## config.mk

```make
export PLATFORM = sky130hd
export DESIGN_NAME = note_driven_led_matrix_scanner
export DESIGN_NICKNAME = d
export VERILOG_FILES = /design/src/sv/ndlms_pkg.sv /design/src/sv/ndlms_cell_ram.sv /design/src/sv/ndlms_ctrl.sv /design/src/sv/note_driven_led_matrix_scanner.sv
export SDC_FILE = /design/constraint.sdc
export NUM_CORES = 1
export LEC_CHECK = 0
export BUFFER_PORTS_ARGS = -buffer_cell sky130_fd_sc_hd__buf_2
export CAP_MARGIN = 20
export CORE_MARGIN = 2
export CORE_UTILIZATION = 57
export CTS_BUF_LIST = sky130_fd_sc_hd__clkbuf_2 sky130_fd_sc_hd__clkbuf_4 sky130_fd_sc_hd__clkbuf_8
export DETAILED_ROUTE_END_ITERATION = 16
export GPL_ROUTABILITY_DRIVEN = 0
export PLACE_DENSITY = 0.87
export SLEW_MARGIN = 20
export SYNTH_ARGS = -nofsm -noshare
export SYNTH_HDL_FRONTEND = slang
export SYNTH_SLANG_ARGS = --single-unit
export TNS_END_PERCENT = 5
```

## constraint.sdc

```tcl
create_clock -name i_clk -period 2.6 [get_ports i_clk]
set_input_delay 0.52 -clock i_clk [delete_from_list [all_inputs] [get_ports i_clk]]
set_output_delay 0.52 -clock i_clk [all_outputs]
set_load 0.1 [all_outputs]
```

## src/sv/ndlms_pkg.sv

```systemverilog
// shared constants and types for the note driven led matrix scanner
// no dependencies; imported by every module of the block
`default_nettype none

package ndlms_pkg;

    localparam int NDLMS_ROWS = 8;
    localparam int NDLMS_COLS = 8;

    localparam int STATUS_W   = 8;
    localparam int NOTE_W     = 7;
    localparam int COLOUR_W   = 7;
    localparam int ROW_OUT_W  = 3;
    localparam int MASK_W     = 8;

    localparam int IN_TDATA_W  = 24;
    localparam int OUT_TDATA_W = 32;

    localparam logic [3:0]        NOTE_ON_NIBBLE = 4'h9;
    localparam logic [NOTE_W-1:0] CLEAR_NOTE     = 7'h7C;

    // colour bits that feed the three column planes
    localparam int PLANE4_BIT = 4;
    localparam int PLANE5_BIT = 5;
    localparam int PLANE6_BIT = 6;

    typedef struct packed {
        logic wr;
        logic clr;
        logic rd;
    } t_ram_cmd;

    // row_off sits in the lowest bits
    typedef struct packed {
        logic [MASK_W-1:0]    p6;
        logic [MASK_W-1:0]    p5;
        logic [MASK_W-1:0]    p4;
        logic [ROW_OUT_W-1:0] row_on;
        logic [ROW_OUT_W-1:0] row_off;
    } t_scan_res;

endpackage

`default_nettype wire

```

## src/sv/ndlms_cell_ram.sv

```systemverilog
// colour cell store: one write port, one registered read port, per-entry valid bits
// depends on ndlms_pkg
`default_nettype none

module ndlms_cell_ram #(
    parameter int DEPTH = 64,
    parameter int AW    = 6
) (
    input  wire logic                          i_clk,
    input  wire logic                          i_rst_n,
    input  wire ndlms_pkg::t_ram_cmd           i_cmd,
    input  wire logic [AW-1:0]                 i_wr_addr,
    input  wire logic [ndlms_pkg::COLOUR_W-1:0] i_wr_data,
    input  wire logic [AW-1:0]                 i_rd_addr,
    output logic      [ndlms_pkg::COLOUR_W-1:0] o_rd_data
);
    import ndlms_pkg::*;

    logic [COLOUR_W-1:0] r_mem [DEPTH];
    logic [DEPTH-1:0]    r_valid;
    logic [COLOUR_W-1:0] r_rd_data;
    logic                r_rd_vld;

    always_ff @(posedge i_clk) begin
        if (i_cmd.wr) begin
            r_mem[i_wr_addr] <= i_wr_data;
        end
        if (i_cmd.rd) begin
            r_rd_data <= r_mem[i_rd_addr];
        end
    end

    // a clear drops every valid bit at once, unwritten entries read as zero
    always_ff @(posedge i_clk) begin
        if (!i_rst_n) begin
            r_valid  <= '0;
            r_rd_vld <= 1'b0;
        end else begin
            if (i_cmd.clr) begin
                r_valid <= '0;
            end else if (i_cmd.wr) begin
                r_valid[i_wr_addr] <= 1'b1;
            end
            if (i_cmd.rd) begin
                r_rd_vld <= r_valid[i_rd_addr];
            end
        end
    end

    assign o_rd_data = r_rd_vld ? r_rd_data : '0;

endmodule

`default_nettype wire

```

## src/sv/ndlms_ctrl.sv

```systemverilog
// event decoder and scan sequencer: writes notes, walks one row of cells per tick
// depends on ndlms_pkg and drives ndlms_cell_ram
`default_nettype none

module ndlms_ctrl #(
    parameter int ROWS = 8,
    parameter int COLS = 8,
    parameter int AW   = 6
) (
    input  wire logic                           i_clk,
    input  wire logic                           i_rst_n,
    input  wire logic                           i_in_vld,
    output logic                                o_in_rdy,
    input  wire logic                           i_mode,
    input  wire logic [ndlms_pkg::STATUS_W-1:0] i_status,
    input  wire logic [ndlms_pkg::NOTE_W-1:0]   i_note,
    input  wire logic [ndlms_pkg::COLOUR_W-1:0] i_vel,
    output ndlms_pkg::t_ram_cmd                 o_cmd,
    output logic      [AW-1:0]                  o_wr_addr,
    output logic      [ndlms_pkg::COLOUR_W-1:0] o_wr_data,
    output logic      [AW-1:0]                  o_rd_addr,
    input  wire logic [ndlms_pkg::COLOUR_W-1:0] i_rd_data,
    output logic                                o_res_vld,
    input  wire logic                           i_res_rdy,
    output ndlms_pkg::t_scan_res                o_res
);
    import ndlms_pkg::*;

    localparam int CELLS = ROWS * COLS;
    localparam int RW    = $clog2(ROWS);
    localparam int CW    = (COLS > 1) ? $clog2(COLS) : 1;
    localparam logic [8:0] CELLS_9 = 9'(CELLS);

    typedef enum logic [1:0] {
        S_IDLE,
        S_READ,
        S_DRAIN,
        S_DONE
    } t_state;

    t_state          r_state;
    logic [RW-1:0]   r_cur_row;
    logic [RW-1:0]   r_new_row;
    logic [AW-1:0]   r_base;
    logic [AW-1:0]   r_new_base;
    logic [AW-1:0]   r_addr;
    logic [CW-1:0]   r_col;
    logic            r_pend;
    logic [CW-1:0]   r_pend_col;
    logic [MASK_W-1:0] r_p4;
    logic [MASK_W-1:0] r_p5;
    logic [MASK_W-1:0] r_p6;

    logic            in_acc;
    logic            note_on;
    logic [8:0]      note_ext;
    logic            in_cells;
    logic            row_last;
    logic [RW-1:0]   n_row;
    logic [AW-1:0]   n_base;
    logic            col_last;
    logic [RW+ROW_OUT_W-1:0] cur_ext;
    logic [RW+ROW_OUT_W-1:0] new_ext;

    assign o_in_rdy = (r_state == S_IDLE);
    assign in_acc   = i_in_vld && o_in_rdy;
    assign note_on  = (i_status[STATUS_W-1:4] == NOTE_ON_NIBBLE);
    assign note_ext = {2'b00, i_note};
    // cell range is tested before the clear note
    assign in_cells = (note_ext >= 9'd1) && (note_ext <= CELLS_9);

    assign o_cmd.wr  = in_acc && !i_mode && note_on && in_cells;
    assign o_cmd.clr = in_acc && !i_mode && note_on && !in_cells && (i_note == CLEAR_NOTE);
    assign o_cmd.rd  = (r_state == S_READ);
    assign o_wr_addr = AW'(note_ext - 9'd1);
    assign o_wr_data = i_vel;
    assign o_rd_addr = r_addr;

    assign row_last = (r_cur_row == RW'(ROWS - 1));
    assign n_row    = row_last ? '0 : r_cur_row + 1'b1;
    assign n_base   = row_last ? '0 : r_base + AW'(COLS);
    assign col_last = (r_col == CW'(COLS - 1));

    assign cur_ext = {{ROW_OUT_W{1'b0}}, r_cur_row};
    assign new_ext = {{ROW_OUT_W{1'b0}}, r_new_row};

    assign o_res_vld     = (r_state == S_DONE);
    assign o_res.row_off = cur_ext[ROW_OUT_W-1:0];
    assign o_res.row_on  = new_ext[ROW_OUT_W-1:0];
    assign o_res.p4      = r_p4;
    assign o_res.p5      = r_p5;
    assign o_res.p6      = r_p6;

    always_ff @(posedge i_clk) begin
        if (!i_rst_n) begin
            r_state   <= S_IDLE;
            r_cur_row <= '0;
            r_base    <= '0;
            r_pend    <= 1'b0;
        end else begin
            r_pend     <= (r_state == S_READ);
            r_pend_col <= r_col;
            case (r_state)
                S_IDLE: begin
                    if (in_acc && i_mode) begin
                        r_new_row  <= n_row;
                        r_new_base <= n_base;
                        r_addr     <= n_base;
                        r_col      <= '0;
                        r_p4       <= '0;
                        r_p5       <= '0;
                        r_p6       <= '0;
                        r_state    <= S_READ;
                    end
                end
                S_READ: begin
                    r_addr <= r_addr + 1'b1;
                    r_col  <= r_col + 1'b1;
                    if (col_last) begin
                        r_state <= S_DRAIN;
                    end
                end
                S_DRAIN: begin
                    r_state <= S_DONE;
                end
                S_DONE: begin
                    if (i_res_rdy) begin
                        r_cur_row <= r_new_row;
                        r_base    <= r_new_base;
                        r_state   <= S_IDLE;
                    end
                end
                default: begin
                    r_state <= S_IDLE;
                end
            endcase
            // read data lands in the cycle after its address; columns past the mask drop out
            if (r_pend) begin
                for (int c = 0; c < MASK_W; c++) begin
                    if (c < COLS && r_pend_col == CW'(c)) begin
                        r_p4[c] <= i_rd_data[PLANE4_BIT];
                        r_p5[c] <= i_rd_data[PLANE5_BIT];
                        r_p6[c] <= i_rd_data[PLANE6_BIT];
                    end
                end
            end
        end
    end

endmodule

`default_nettype wire

```

## src/sv/note_driven_led_matrix_scanner.sv

```systemverilog
// A note event (tuser = 0) acts as it is accepted: a note-on for note 1..ROWS*COLS writes its
// velocity into cell note-1 and note 0x7C empties the whole store at once through per-cell
// valid bits, so no clearing pass runs after reset or clear. A scan tick (tuser = 1) walks
// its row: the row's cells are read one per cycle through the single read port of the cell
// store, then a drain state waits out the read latency and a done state hands the word to
// the output register once it has room. The output register lets the next input be taken
// while a scan word still waits downstream.
// depends on ndlms_pkg, ndlms_cell_ram and ndlms_ctrl
`default_nettype none

module note_driven_led_matrix_scanner #(
    parameter int ROWS = ndlms_pkg::NDLMS_ROWS,
    parameter int COLS = ndlms_pkg::NDLMS_COLS
) (
    input  wire logic                               i_clk,
    input  wire logic                               i_rst_n,
    input  wire logic                               s_axis_tvalid,
    output logic                                    s_axis_tready,
    // status_byte [7:0], note_number [14:8], velocity [21:15], zero [23:22]
    input  wire logic [ndlms_pkg::IN_TDATA_W-1:0]   s_axis_tdata,
    // mode [0]
    input  wire logic                               s_axis_tuser,
    output logic                                    m_axis_tvalid,
    input  wire logic                               m_axis_tready,
    // row_off [2:0], row_on [5:3], plane_bit4_cols [13:6], plane_bit5_cols [21:14],
    // plane_bit6_cols [29:22], zero [31:30]
    output logic      [ndlms_pkg::OUT_TDATA_W-1:0]  m_axis_tdata
);
    import ndlms_pkg::*;

    localparam int CELLS = ROWS * COLS;
    localparam int AW    = $clog2(CELLS);

    t_ram_cmd           cmd;
    logic [AW-1:0]      wr_addr;
    logic [AW-1:0]      rd_addr;
    logic [COLOUR_W-1:0] wr_data;
    logic [COLOUR_W-1:0] rd_data;
    logic               res_vld;
    logic               res_rdy;
    t_scan_res          res;

    logic               r_out_vld;
    t_scan_res          r_out_res;

    ndlms_ctrl #(
        .ROWS (ROWS),
        .COLS (COLS),
        .AW   (AW)
    ) u_ctrl (
        .i_clk     (i_clk),
        .i_rst_n   (i_rst_n),
        .i_in_vld  (s_axis_tvalid),
        .o_in_rdy  (s_axis_tready),
        .i_mode    (s_axis_tuser),
        .i_status  (s_axis_tdata[7:0]),
        .i_note    (s_axis_tdata[14:8]),
        .i_vel     (s_axis_tdata[21:15]),
        .o_cmd     (cmd),
        .o_wr_addr (wr_addr),
        .o_wr_data (wr_data),
        .o_rd_addr (rd_addr),
        .i_rd_data (rd_data),
        .o_res_vld (res_vld),
        .i_res_rdy (res_rdy),
        .o_res     (res)
    );

    ndlms_cell_ram #(
        .DEPTH (CELLS),
        .AW    (AW)
    ) u_ram (
        .i_clk     (i_clk),
        .i_rst_n   (i_rst_n),
        .i_cmd     (cmd),
        .i_wr_addr (wr_addr),
        .i_wr_data (wr_data),
        .i_rd_addr (rd_addr),
        .o_rd_data (rd_data)
    );

    assign res_rdy = !r_out_vld || m_axis_tready;

    always_ff @(posedge i_clk) begin
        if (!i_rst_n) begin
            r_out_vld <= 1'b0;
        end else begin
            if (res_vld && res_rdy) begin
                r_out_vld <= 1'b1;
                r_out_res <= res;
            end else if (m_axis_tready) begin
                r_out_vld <= 1'b0;
            end
        end
    end

    assign m_axis_tvalid = r_out_vld;
    assign m_axis_tdata  = OUT_TDATA_W'(r_out_res);

endmodule

`default_nettype wire

```

==> metrics.txt <==
status completed; metal2 WL between 10 and 15 mm; library cells used by synthesis 54; Reg clk slew, reported paths 0.06 ns; Layout Nets 1062; Core Region roughly 24000 sq um; post-route cell area 16100 sq um; max_cap viols 0; area share of the largest cell type after synthesis 0.582; layout cells sized above 1 0.266; Worst Tran Pin Value between 0.9 and 1 ns; EDFF count, synth 270; die area 25700 sq um; Power Density between 700 and 800 nW/um^2; Peak VDD IR approximately 0.00064 V; FP Rows 57; Core Util, Final 0.665; DP Worst Slack -0.00791 ns; largest net degree at the start of global routing 65; CTS root buf clkbuf_8; final setup margin 0.150 ns; Startpoint Class register; first-pass GRT wire length around 46 mm; CTS Hold Bufs 0; share of synthesized registers carrying an async set or reset 0; WHS 0.295 ns; ant diodes 0; final cell count without fillers 1386; TNS Setup 0 ns; synth top area cells edfxtp_1, dfxtp_1, mux4_2; CTS buffer count 52; TritonCTS clock tree built; RSZ-0062 raised after global routing false; die width between 150 and 200 um; Clock Path Buffers 3; main flop type after synthesis edfxtp_1; initial antenna violation count 0; Tcrit/Tclk final 0.942; Tmin final between 2 and 2.5 ns; Synth Instances between 800 and 900; Layout Skew roughly 0.035 ns; Clk Latency, worst-skew pair 0.58 ns; Max-slew headroom 0.345; Starting Density 0.576; fin. max-slew vios 0; Worst path slowest cell dfxtp_1; post-cts sizing count 0; total grt overflow 0; Leakage 5.66 nW; DP Area 15000 sq um; M1 wire length 11.2 mm; Die Height 160 um; syn_area_per_cell 15.8 sq um; Max Clock Freq 408 MHz; sequential area share after synthesis 0.694; Fillers 1541; crit-path cells inv_1 -> ha_1 -> nand4b_1 -> nor4b_4 -> buf_4 -> o2111ai_1 -> buf_4 -> nor2_1; Ports 63; Final Hold Vio Count 0; Top Metal Used met4; remaining antenna violation count 0; WL final 28.9 mm; Max H-tree Level 2; Required @ worst endpoint about 2.8 ns; area grow syn2layout 15.4%; via-per-instance ratio 6.02; Final Power ~13 mW; FF/Latch Area 9670 sq um; Global Route Usage Sum 0.231; # setup viols final 0; IO Port Bufs 50; WP data arrival about 2.7 ns; initial DRC count approximately 750; Cells after DPL approximately 1300; HPWL Detailed 19.9 mm; CP Class reg -> reg; Post-route DRC 0; met3 WL 2.17 mm; Avg WL per Cell 20.9 um; Worst Path Max Fanout 9; largest stage delay on the critical path 0.34 ns; vias in the first global route 8590; Synthesis Warnings 0; clk sinks ~350; most used cell along the critical path buf_4; Hold Crit Class in -> reg; DRT Pass-1 Iters 5; vias 8346; CP Capture Type register; synthesized flop and latch total 348; R2R Setup Slk 0.15 ns; area of the multi-input gates 4010 sq um; Post-Syn Area 13900 sq um; Post-CTS Repair Setup Buffers 0; leading area contributor after synthesis edfxtp_1
## state kept, by name, indices dropped and copies added (netlist names), 6 cells and up
register,cells
m_axis_tdata,30
u_ctrl.r_p6,8
u_ctrl.r_p5,8
u_ctrl.r_new_base,6
u_ctrl.o_rd_addr,6
u_ctrl.r_base,6
u_ram.r_mem,192
u_ram.r_valid,64
u_ctrl.r_p4,8
## worst max-delay path, delay by kind of cell (launching register included)
| family | cells | cell delay, ns |
|---|---|---|
| AND/OR/NAND/NOR | 3 | 0.75 |
| buffers and inverters | 3 | 0.59 |
| flip-flops | 1 | 0.34 |
| adder cells (fa/ha/maj) | 1 | 0.20 |
| AO/OA/AOI/OAI | 1 | 0.20 |
## worst paths after layout
path,from,end,depth (start not counted)
worst max register to register,u_ctrl.r_state[0],u_ram.r_mem[40][6],8
worst min register to register,u_ctrl.r_new_row[0],m_axis_tdata[3],0
worst min-delay path,m_axis_tready,m_axis_tvalid,4
worst max-delay path,u_ctrl.r_state[0],u_ram.r_mem[40][6],8
## kinds of logic after synthesis
kind of cell	Yosys count	synth area share
XOR/XNOR	7	0.00440
AO/OA/AOI/OAI	163	0.0798
flip-flops	348	0.694
adder cells (fa/ha/maj)	13	0.0117
other	1	0.000269
buffers and inverters	56	0.0191
multiplexers	93	0.122
AND/OR/NAND/NOR	203	0.0685
## placed cells by master, fill, tap and decap left out, types with 18 or more instances in the layout
master,n
nand2_1,38
clkbuf_4,24
dfxtp_1,78
edfxtp_1,270
clkbuf_8,55
buf_2,50
nor2b_1,18
mux2i_1,29
nor2_1,96
mux4_2,57
buf_4,70
o21ai_0,28
o21a_1,64
## power by group
part | switching [mW] | total (mW) | leakage [nW] | internal (mW)
combinational | 1.05 | 1.72 | 2.00 | 0.670
sequential | 0.125 | 6.33 | 3.09 | 6.21
clock | 1.96 | 4.46 | 0.569 | 2.50
total | 3.13 | 12.5 | 5.66 | 9.38
## cells in the mapped netlist, drive strengths merged, types with 4 or more instances
cell type / n
dfxtp: 78
and3: 4
nor2b: 18
edfxtp: 270
nand2b: 4
o211ai: 5
clkbuf: 24
mux2: 4
xnor2: 5
and2: 6
mux2i: 29
a31oi: 9
inv: 10
nor4: 5
a21oi: 12
nand2: 38
buf: 20
o2111ai: 9
o21ai: 29
o21a: 64
nor2: 99
a22oi: 6
o22ai: 17
nand3: 8
nand3b: 4
ha: 13
mux4: 60
## per-layer routing
metal | track usage | vias to the layer above
li1 | - | 3718
met1 | 0.295 | 4121
met2 | 0.390 | 417
met3 | 0.0434 | 90
met4 | 0.104 | 0
met5 | 0 | -
## area by class of cell
class | count | area share
clock buffers | 79 | 0.0583
clock inverters | 17 | 0.00809
inverters | 12 | 0.00280
multi-input cells | 481 | 0.250
flip-flops and latches | 348 | 0.601
well taps | 324 | 0.0252
repair buffers | 125 | 0.0545
No activity file was read; power rests on OpenSTA's default activity.
